===== src/rtl/core/vawc_pkg.sv =====
package vawc_pkg;

    localparam int VOICE_COUNT_DEF      = 16;
    localparam int INSTRUMENT_COUNT_DEF = 16;

    localparam int LAYER_STEP = 21;
    localparam int LAYER_MAX  = 5;

    localparam logic [1:0] OP_NOTE_ON  = 2'd0;
    localparam logic [1:0] OP_ADVANCE  = 2'd1;
    localparam logic [1:0] OP_FINISHED = 2'd2;

    typedef struct packed {
        logic [1:0]  opcode;
        logic [3:0]  instrument;
        logic [6:0]  velocity;
        logic [15:0] sample_count;
        logic [3:0]  finished_voice;
    } t_in_item;

    typedef struct packed {
        logic [3:0]  voice_index;
        logic [3:0]  out_instrument;
        logic [2:0]  layer;
        logic [1:0]  round_robin;
        logic [6:0]  out_velocity;
        logic [31:0] start_stamp;
        logic        was_stolen;
    } t_out_item;

    // Velocity layer: (velocity - 1) / 21 capped at five, zero for velocity zero.
    function automatic logic [2:0] layer_of(input logic [6:0] vel);
        logic [2:0] l;
        l = 3'd0;
        for (int k = 1; k <= LAYER_MAX; k++) begin
            if (vel >= 7'(k * LAYER_STEP + 1)) begin
                l = 3'(k);
            end
        end
        return l;
    endfunction

endpackage


===== src/rtl/core/voice_allocator_with_choke_top.sv =====
// Voice allocator with per-instrument choke and oldest-voice steal. An advance
// or finished transfer is handled in the cycle it is accepted. A note on runs
// through acceptance, one pass over the voice table with an extra step for the
// registered memory read, and a commit step; the pass is the single scan that
// reads one voice per cycle and runs it through one shared compare unit. The
// commit step waits while the previous result still sits unread in the output
// register. The input side is stalled for the whole note-on sequence.
module voice_allocator_with_choke_top #(
    parameter int VOICE_COUNT      = vawc_pkg::VOICE_COUNT_DEF,
    parameter int INSTRUMENT_COUNT = vawc_pkg::INSTRUMENT_COUNT_DEF
) (
    input  logic                i_clk,
    input  logic                i_rst_n,
    input  logic                i_in_valid,
    output logic                o_in_stall,
    input  vawc_pkg::t_in_item  i_in_data,
    output logic                o_out_valid,
    input  logic                i_out_stall,
    output vawc_pkg::t_out_item o_out_data
);
    import vawc_pkg::*;

    localparam int IW  = $clog2(VOICE_COUNT);
    localparam int CW  = $clog2(VOICE_COUNT + 1);
    localparam int IAW = $clog2(INSTRUMENT_COUNT);

    localparam logic [1:0] ST_IDLE   = 2'd0;
    localparam logic [1:0] ST_SCAN   = 2'd1;
    localparam logic [1:0] ST_COMMIT = 2'd2;

    logic [1:0]                  r_state;
    logic [VOICE_COUNT-1:0]      r_active;
    logic [INSTRUMENT_COUNT-1:0] r_rr_vld;
    logic [31:0]                 r_sample_clock;
    logic                        r_out_vld;
    logic [CW-1:0]               r_cnt;
    logic                        r_found_free;

    t_in_item    r_item;
    t_out_item   r_out;
    logic [IW-1:0] r_free_idx;
    logic [IW-1:0] r_best_idx;
    logic [31:0]   r_best_start;

    logic [3:0]  m_inst  [VOICE_COUNT];
    logic [31:0] m_start [VOICE_COUNT];
    logic [1:0]  m_rr    [INSTRUMENT_COUNT];
    logic [3:0]  r_inst_q;
    logic [31:0] r_start_q;
    logic [1:0]  r_rr_q;

    logic          in_fire;
    logic          inst_ok;
    logic          fin_ok;
    logic          commit_fire;
    logic [IW-1:0] rd_addr;
    logic [IW-1:0] chk_idx;
    logic          inst_match;
    logic          chk_free;
    logic [IW-1:0] pick;
    logic [IAW-1:0] rr_addr;
    logic [1:0]    rr_cur;

    assign o_in_stall  = (r_state != ST_IDLE);
    assign in_fire     = i_in_valid && !o_in_stall;
    assign inst_ok     = (32'(i_in_data.instrument) < INSTRUMENT_COUNT);
    assign fin_ok      = (32'(i_in_data.finished_voice) < VOICE_COUNT);
    assign commit_fire = (r_state == ST_COMMIT) && (!r_out_vld || !i_out_stall);
    assign rd_addr     = r_cnt[IW-1:0];
    assign chk_idx     = IW'(r_cnt - 1'b1);
    assign inst_match  = (r_inst_q == r_item.instrument);
    assign chk_free    = !r_active[chk_idx] || inst_match;
    assign pick        = r_found_free ? r_free_idx : r_best_idx;
    assign rr_addr     = IAW'(r_item.instrument);
    assign rr_cur      = r_rr_vld[rr_addr] ? r_rr_q : 2'd0;

    assign o_out_valid = r_out_vld;
    assign o_out_data  = r_out;

    always_ff @(posedge i_clk) begin
        if (!i_rst_n) begin
            r_state        <= ST_IDLE;
            r_active       <= '0;
            r_rr_vld       <= '0;
            r_sample_clock <= '0;
            r_out_vld      <= 1'b0;
            r_cnt          <= '0;
            r_found_free   <= 1'b0;
        end else begin
            if (commit_fire) begin
                r_out_vld <= 1'b1;
            end else if (!i_out_stall) begin
                r_out_vld <= 1'b0;
            end
            case (r_state)
                ST_IDLE: begin
                    if (in_fire) begin
                        r_cnt        <= '0;
                        r_found_free <= 1'b0;
                        case (i_in_data.opcode)
                            OP_NOTE_ON: begin
                                if (inst_ok) begin
                                    r_state <= ST_SCAN;
                                end
                            end
                            OP_ADVANCE: begin
                                r_sample_clock <= r_sample_clock + 32'(i_in_data.sample_count);
                            end
                            OP_FINISHED: begin
                                if (fin_ok) begin
                                    r_active[IW'(i_in_data.finished_voice)] <= 1'b0;
                                end
                            end
                            default: begin
                            end
                        endcase
                    end
                end
                ST_SCAN: begin
                    r_cnt <= r_cnt + 1'b1;
                    if (r_cnt != '0) begin
                        if (r_active[chk_idx] && inst_match) begin
                            r_active[chk_idx] <= 1'b0;
                        end
                        if (!r_found_free && chk_free) begin
                            r_found_free <= 1'b1;
                        end
                    end
                    if (r_cnt == CW'(VOICE_COUNT)) begin
                        r_state <= ST_COMMIT;
                    end
                end
                ST_COMMIT: begin
                    if (commit_fire) begin
                        r_active[pick]    <= 1'b1;
                        r_rr_vld[rr_addr] <= 1'b1;
                        r_state           <= ST_IDLE;
                    end
                end
                default: begin
                    r_state <= ST_IDLE;
                end
            endcase
        end
    end

    always_ff @(posedge i_clk) begin
        if (in_fire) begin
            r_item <= i_in_data;
        end
        if (r_state == ST_SCAN && r_cnt != '0) begin
            if (!r_found_free && chk_free) begin
                r_free_idx <= chk_idx;
            end
            if (chk_idx == '0 || r_start_q < r_best_start) begin
                r_best_idx   <= chk_idx;
                r_best_start <= r_start_q;
            end
        end
        if (commit_fire) begin
            r_out.voice_index    <= 4'(pick);
            r_out.out_instrument <= r_item.instrument;
            r_out.layer          <= layer_of(r_item.velocity);
            r_out.round_robin    <= rr_cur;
            r_out.out_velocity   <= r_item.velocity;
            r_out.start_stamp    <= r_sample_clock;
            r_out.was_stolen     <= !r_found_free;
        end
    end

    always_ff @(posedge i_clk) begin
        if (r_state == ST_SCAN && r_cnt < CW'(VOICE_COUNT)) begin
            r_inst_q  <= m_inst[rd_addr];
            r_start_q <= m_start[rd_addr];
        end
        if (in_fire && inst_ok) begin
            r_rr_q <= m_rr[IAW'(i_in_data.instrument)];
        end
        if (commit_fire) begin
            m_inst[pick]    <= r_item.instrument;
            m_start[pick]   <= r_sample_clock;
            m_rr[rr_addr]   <= rr_cur + 2'd1;
        end
    end

endmodule

===== config.mk =====
export PLATFORM = sky130hd
export DESIGN_NAME = voice_allocator_with_choke_top
export DESIGN_NICKNAME = d
export VERILOG_FILES = /design/src/rtl/core/vawc_pkg.sv /design/src/rtl/core/voice_allocator_with_choke_top.sv
export SDC_FILE = /design/constraint.sdc
export NUM_CORES = 1
export LEC_CHECK = 0
export BUFFER_PORTS_ARGS = -buffer_cell sky130_fd_sc_hd__buf_2
export CAP_MARGIN = 5
export CORE_MARGIN = 5
export CORE_UTILIZATION = 30
export DETAILED_ROUTE_END_ITERATION = 12
export RECOVER_POWER = 100
export SKIP_CTS_REPAIR_TIMING = 1
export SLEW_MARGIN = 20
export SYNTH_ARGS = -nofsm -noshare
export SYNTH_HDL_FRONTEND = slang
export SYNTH_SLANG_ARGS = --single-unit

===== constraint.sdc =====
create_clock -name i_clk -period 7.5 [get_ports i_clk]
set_clock_uncertainty 0.2 [all_clocks]
set_input_delay 0.375 -clock i_clk [delete_from_list [all_inputs] [get_ports i_clk]]
set_output_delay 0.375 -clock i_clk [all_outputs]
set_load 0.02 [all_outputs]

==> impl_metrics.csv, run 1 <==
group,metric,value,unit
place,dp.cells,3147,
outcome,failed_checks,"max-capacitance violations, max-slew violations",
synth,syn_nets,1779,
die,start_util,0.303,
route,routedWlPerCell,23.2,um
clock_tree,cts_sinks,823,
global_route,grt_pass1_wl,114,mm
route,m1WireLength,32.5,mm
global_route,grt_max_degree,114,
finish,drive_gt1_frac,0.212,
finish,fin_cells,3323,
synth,synth.avg_cell_area,19.3,um^2
sta,finalHoldViolations,0,
die,num_rows,120,
hold_path,hold_depth,4,
setup_path,cp.required,7.52,ns
sta,setup_viol,0,
route,drt_iter0_drc,1836,
die,ios,92,
outcome,outcome,"complete, but fails checks",
sta,rsz0062_at_grt,"false",
route,ant_nets,0,
die,die_area,115000,um^2
synth,synth_enable_flop_cells,750,
clock_tree,cts.clk_slew.worst_paths,0.06,ns
setup_path,ff2ff_path_depth,7,
place,gp_congestion,0.819,
clock_tree,cts_max_path_buffers,3,
global_route,grt_overflow,0,
sta,worst_pin_slew,2.87,ns
sta,min_period,5.64,ns
place,hpwl,44.0,mm
synth,synth_ff_type,"edfxtp_1",
route,wl_met3,4.99,mm
global_route,grt_util_all_layers,0.131,
hold_path,hold_start,"i_in_data[5]",
setup_path,critPathLaunch,"r_state[0]$_SDFFE_PN0P_",
route,first_pass_iters,5,
route,met2WireLength,37.5,mm
global_route,antenna_found_initial,1,
die,die_height,339,um
clock_tree,htreeDepth,3,
die,die_w,339,um
place,io_buffers,91,
finish,syn_to_final_growth,15.8,%
power_and_ir_drop,power_leakage,12.3,nW
synth,async_flop_share,0,
synth,syn-cell-area,32500,um^2
route,num_vias,16597,
clock_tree,cts_tree,"built",
synth,synth.distinct_cells,66,
setup_path,reg2reg_from,"r_state[0]$_SDFFE_PN0P_",
route,top_layer,"met5",
global_route,grt_pass1_vias,17208,
synth,synth-warning-count,0,
setup_path,crit_type,"register to register",
sta,relSlewSlack,-0.919,
sta,period_share,0.752,
sta,tns,0,ns
synth,syn_inst,1686,
power_and_ir_drop,ir_worst_vdd,0.000152,V
synth,yosys.area.top_type,"edfxtp_1",
sta,fmax,0.177,GHz
setup_path,start_kind,"register",
clock_tree,clock_latency,0.63,ns
route,drc,0,
synth,synth.area.top_cells,"edfxtp_1 69%, mux4_2 14%, dfxtp_1 4.5%, ha_1 2.1%, nor2_1 1.1%",
synth,yosysTopAreaCellShare,0.693,
synth,ys_ff_latch,823,
setup_path,arrival,5.66,ns
clock_tree,clock-root-buffer,"clkbuf_16",
power_and_ir_drop,powerDensity,295,nW/um^2
route,viasPerCell,4.99,
route,drt_wl_total,77.2,mm
synth,synth_seq_area_share,0.738,
setup_path,cp_max_fo,34,
clock_tree,cts_made_buffers,86,
job,maxCapViolCount,13,
hold_path,hp-class,"primary input to register",
finish,nets,1938,
finish,nFillCells,9941,
die,core,107000,um^2
sta,slew_violations,530,
setup_path,end_kind,"register",
-- layer usage --
metal / vias to the layer above / GRT usage
li1: 7210 / -
met1: 8664 / 0.175
met2: 566 / 0.215
met3: 155 / 0.0307
met4: 2 / 0.0395
met5: - / 0
-- cell usage in the layout (no fill, tap or decap), drive strengths merged, types with 10 or more instances in the layout --
| cell | netlist | layout |
|---|---|---|
| edfxtp | 750 | 750 |
| mux4 | 200 | 200 |
| clkbuf | 40 | 194 |
| nor2 | 92 | 92 |
| dfxtp | 73 | 73 |
| inv | 57 | 58 |
| nand2 | 56 | 56 |
| ha | 55 | 55 |
| o21ai | 48 | 48 |
| buf | 25 | 48 |
| a21oi | 44 | 44 |
| clkinv | 0 | 29 |
| nand3 | 22 | 22 |
| nand2b | 18 | 18 |
| o211ai | 16 | 16 |
| a21o | 14 | 14 |
| nor3 | 14 | 14 |
| a31oi | 13 | 13 |
| dlygate4sd3 | 0 | 13 |
| xnor2 | 10 | 10 |
| xor2 | 10 | 10 |
-- worst paths after layout --
check,to,slack [ns]
worst max register to register,m_start[5][1]$_DFFE_PP_,1.86
worst min register to register,r_best_start[28]$_DFFE_PP_,0.25
worst min-delay path,r_sample_clock[1]$_SDFFE_PN0P_,0.02
worst max-delay path,m_start[5][1]$_DFFE_PP_,1.86
-- through the flow --
step / power [mW] / instance area, um^2 / utilization / hold slack [ns] / setup slack, ns
finish: 11.1 / 37600 / 0.351 / 0.0231 / 1.86
CTS: 11.2 / 37700 / 0.351 / -0.318 / 3.04
floorplan: 6.47 / 32500 / - / 0.221 / 1.31
global route: 11.6 / 37600 / 0.350 / 0.0400 / 1.49
detailed placement: 6.99 / 34800 / 0.325 / 0.239 / 3.08
global placement: 6.96 / 34800 / 0.325 / 0.237 / 3.28
-- worst max-delay path, cell delays in order, from the launching register on --
cell      delay, ns
dfxtp_1        0.33
inv_1          0.08
ha_1           0.36
a21boi_0       0.23
clkbuf_1       1.54
nand2_1        0.72
nor2_4         0.74
clkbuf_2       0.97
-- synthesized netlist by cell type (3+ instances only) --
cell and count:
a211o_1 3, a211oi_1 7, a21o_1 14, a21oi_1 44, a31oi_1 13, and2_1 6
and3_1 7, buf_1 6, buf_2 17, clkbuf_1 40, dfxtp_1 73, edfxtp_1 750
ha_1 55, inv_1 57, mux2i_1 9, mux4_2 200, nand2_1 56, nand2b_1 18
nand3_1 22, nand3b_1 5, nand4_1 9, nor2_1 92, nor3_1 13, nor3b_1 6
nor4_1 4, o211ai_1 16, o21a_1 8, o21ai_0 47, o21bai_1 6, o221a_2 3
o31ai_1 4, o32a_1 6, o41ai_1 3, or3_1 9, or4_1 3, xnor2_1 9
xor2_1 10
-- layout make-up --
| type | count | area, um^2 | area share |
|---|---|---|---|
| inverter | 57 | 214 | 0.00569 |
| timing repair buffer | 136 | 706 | 0.0188 |
| clock buffer | 119 | 2380 | 0.0633 |
| clock inverter | 42 | 447 | 0.0119 |
| multi-input combinational | 741 | 8130 | 0.216 |
| tap | 1403 | 1760 | 0.0466 |
| sequential | 823 | 24000 | 0.638 |
| antenna | 2 | 5.00 | 0.000133 |
-- registers in the layout (all words and copies together), names as in the netlist, 16 cells and up --
signal	flops
r_best_start	32
r_rr_vld	16
m_inst	64
r_start_q	32
r_sample_clock	32
r_active	16
m_start	512
m_rr	32
o_out_data	53
-- power by group --
part | switching, mW | leakage (nW) | internal, mW
sequential | 0.210 | 7.87 | 5.34
combinational | 0.813 | 3.01 | 0.496
clock | 1.71 | 1.38 | 2.53
total | 2.74 | 12.3 | 8.37
-- cells by family (layout without fill, tap and decap cells) --
family / Yosys count / after routing / synth area share
xor+xnor: 20 / 20 / 0.00562
other cells: 0 / 2 / 0
simple gates: 261 / 261 / 0.0388
compound gates: 195 / 195 / 0.0393
buf+inv: 122 / 354 / 0.0150
flops: 823 / 823 / 0.738
mux: 209 / 209 / 0.141
fa+ha+maj: 56 / 56 / 0.0218
Power figures use the tool's default switching activity.
==> inputs of run 2 (changes only) <==
ABC_AREA = 1   (was not set)
clock period = 4.87 ns   (was 7.5 ns; I/O delays follow)
==> impl_metrics.csv, run 2 <==
group,metric,value,unit
outcome,outcome,"complete, but fails checks",
outcome,failed_checks,"negative hold slack, max-capacitance violations, max-slew violations",
die,die_height,344,um
setup_path,rr_endpoint,"m_start[11][15]$_DFFE_PP_",
setup_path,slowest_delay,1.00,ns
setup_path,critPathBufInv,3,
finish,antennaDiodeCount,0,
clock_tree,cts_sinks,823,
synth,synth-warning-count,0,
die,start_util,0.303,
power_and_ir_drop,ir_worst_vdd,0.000350,V
global_route,grt_pass1_wl,128,mm
sta,worst_pin_slew,2.03,ns
synth,synth_enable_flop_cells,750,
finish,drive_gt1_frac,0.0706,
sta,min_period,4.02,ns
finish,multi_input_area,8450,um^2
route,routedWlPerCell,19.3,um
route,first_pass_iters,5,
setup_path,r2r_slack,0.85,ns
finish,final_cell_mix,"750 x edfxtp_1, 442 x nor2_1, 370 x o21ai_0, 353 x nand2_1, 150 x o22ai_1",
synth,syn-cell-area,33500,um^2
sta,finalHoldViolations,1,
synth,synth_ff_type,"edfxtp_1",
sta,whs,-0.00588,ns
job,maxCapViolCount,13,
place,hpwl,47.6,mm
sta,setup_viol,0,
die,die_area,119000,um^2
finish,register_area,24000,um^2
global_route,grt_util_all_layers,0.142,
sta,tns,0,ns
global_route,antenna_found_initial,0,
finish,syn_to_final_growth,13.9,%
clock_tree,htreeDepth,3,
setup_path,arrival,4.06,ns
clock_tree,cts.clk_slew.worst_paths,0.06,ns
setup_path,start_kind,"register",
hold_path,hold_depth,5,
setup_path,critPathMostFrequentCell,"clkbuf_1",
route,viasPerCell,4.89,
setup_path,reg2reg_from,"r_state[0]$_SDFFE_PN0P_",
place,gp_congestion,0.897,
synth,ys_ff_latch,823,
sta,period_share,0.826,
setup_path,path_cells,"inv_1 > ha_1 > nand2_1 > clkbuf_1 > nor2_4 > clkbuf_1",
clock_tree,clock_latency,0.64,ns
finish,nets,2990,
synth,synth_seq_area_share,0.715,
setup_path,cp_top_family,"buffers and inverters",
finish,nFillCells,10970,
setup_path,end_kind,"register",
finish,largest_reg_flops,512,
hold_path,whs_endpoint,"r_sample_clock[12]$_SDFFE_PN0P_",
finish,mostFrequentLayoutCell,"edfxtp_1",
hold_path,hold_start,"i_in_data[16]",
clock_tree,clock-root-buffer,"clkbuf_16",
hold_path,hp-class,"primary input to register",
global_route,grt_overflow,0,
sta,rsz0062_at_grt,"false",
synth,yosysTopAreaCellShare,0.672,
global_route,grt_pass1_vias,20674,
setup_path,cp.required,4.91,ns
synth,synth_common_cells,"750 x edfxtp_1, 447 x nor2_1, 367 x o21ai_0, 352 x nand2_1, 150 x o22ai_1",
setup_path,crit_type,"register to register",
die,core,111000,um^2
route,drc,0,
power_and_ir_drop,powerDensity,465,nW/um^2
clock_tree,cts_tree,"built",
global_route,grt_max_degree,179,
synth,syn_nets,2893,
route,drt_wl_total,86.0,mm
synth,synth.area.top_cells,"edfxtp_1 67%, o21ai_0 5.5%, nor2_1 5.0%, dfxtp_1 4.4%, nand2_1 3.9%",
clock_tree,cts_max_path_buffers,3,
route,drt_iter0_drc,1996,
setup_path,ff2ff_path_depth,6,
power_and_ir_drop,power_leakage,12.9,nW
clock_tree,cts_made_buffers,77,
route,ant_nets,0,
place,io_buffers,91,
die,die_w,344,um
sta,relSlewSlack,-0.354,
sta,slew_violations,657,
synth,synth.avg_cell_area,12.0,um^2
finish,regMostFlops,"m_start",
sta,fmax,0.249,GHz
setup_path,cp_max_fo,19,
setup_path,crit_slowest_cell,"clkbuf_1",
synth,post-synth-top-count-cell,"edfxtp_1",
synth,syn_inst,2800,
die,ios,92,
synth,synth.distinct_cells,50,
synth,yosys.area.top_type,"edfxtp_1",
synth,async_flop_share,0,
die,num_rows,122,
route,num_vias,21751,
## run 2: cell count changes in the layout (fill, tap and decap cells not counted), moves of 41 or more
cell	change
nand3_1	+45
nor2_1	+366
mux4_2	-200
nand2_1	+297
o21ai_0	+322
o22ai_1	+149
a21oi_1	+41
inv_1	+86
## run 2: area by class of cell
cell class,instances,share of cell area
clock inverter,41,0.0110
inverter,151,0.0152
sequential,823,0.628
timing repair buffer,152,0.0206
clock buffer,102,0.0551
tap,1488,0.0488
multi-input combinational,1692,0.221
## run 2: how the worst max path moves through the flow
stage	startpoint	to	slack, ns	cells after the start
after floorplan	r_cnt[0]$_SDFFE_PN0P_	r_best_idx[0]$_DFFE_PP_	0.58	9
after global placement	r_state[0]$_SDFFE_PN0P_	r_sample_clock[22]$_SDFFE_PN0P_	1.62	10
after detailed placement	r_state[0]$_SDFFE_PN0P_	r_sample_clock[22]$_SDFFE_PN0P_	1.49	11
after CTS	r_state[0]$_SDFFE_PN0P_	r_sample_clock[22]$_SDFFE_PN0P_	1.49	10
after global routing	r_state[0]$_SDFFE_PN0P_	m_start[11][15]$_DFFE_PP_	0.66	6
final	r_state[0]$_SDFFE_PN0P_	m_start[11][15]$_DFFE_PP_	0.85	6
## run 2: cell families (layout without fill, tap and decap cells)
family / Yosys count / in the layout / synth area share
XOR/XNOR: 16 / 16 / 0.00440
multiplexers: 8 / 8 / 0.00239
flip-flops: 823 / 823 / 0.715
buffers and inverters: 285 / 446 / 0.0331
AND/OR/NAND/NOR: 959 / 959 / 0.117
AO/OA/AOI/OAI: 653 / 653 / 0.107
adder cells (fa/ha/maj): 56 / 56 / 0.0211
## run 2: worst reg2reg max path: cells and delay by family (launching register included)
| kind | cells | cell delay (ns) |
|---|---|---|
| buf+inv | 3 | 1.62 |
| simple gates | 2 | 0.97 |
| fa+ha+maj | 1 | 0.53 |
| flops | 1 | 0.32 |
## run 2: metal layers
layer / share of wire / wire length, um / track usage / vias to the layer above
li1: - / - / - / 10267
met1: 0.41 / 35700 / 0.182 / 10668
met2: 0.50 / 43000 / 0.247 / 692
met3: 0.062 / 5310 / 0.0211 / 124
met4: 0.024 / 2050 / 0.0432 / 0
met5: 0 / 0 / 0 / -
## run 2: metrics by stage
stage               instance area [um^2]  instances  total power [mW]  utilization  worst slack, ns
floorplan                          33500       2800              10.8            -            0.582
global placement                   35800       4290              11.9        0.323             1.62
detailed placement                 35800       4290              11.9        0.323             1.49
CTS                                38300       4433              17.9        0.346             1.49
global route                       38200       4449              18.6        0.345            0.665
finish                             38200       4449              17.8        0.345            0.847
## run 2: power by group
group          internal [mW]  leakage [nW]  switching, mW
clock network           3.44          1.23           2.60
registers               8.36          7.40          0.338
logic                  0.789          4.29           2.23
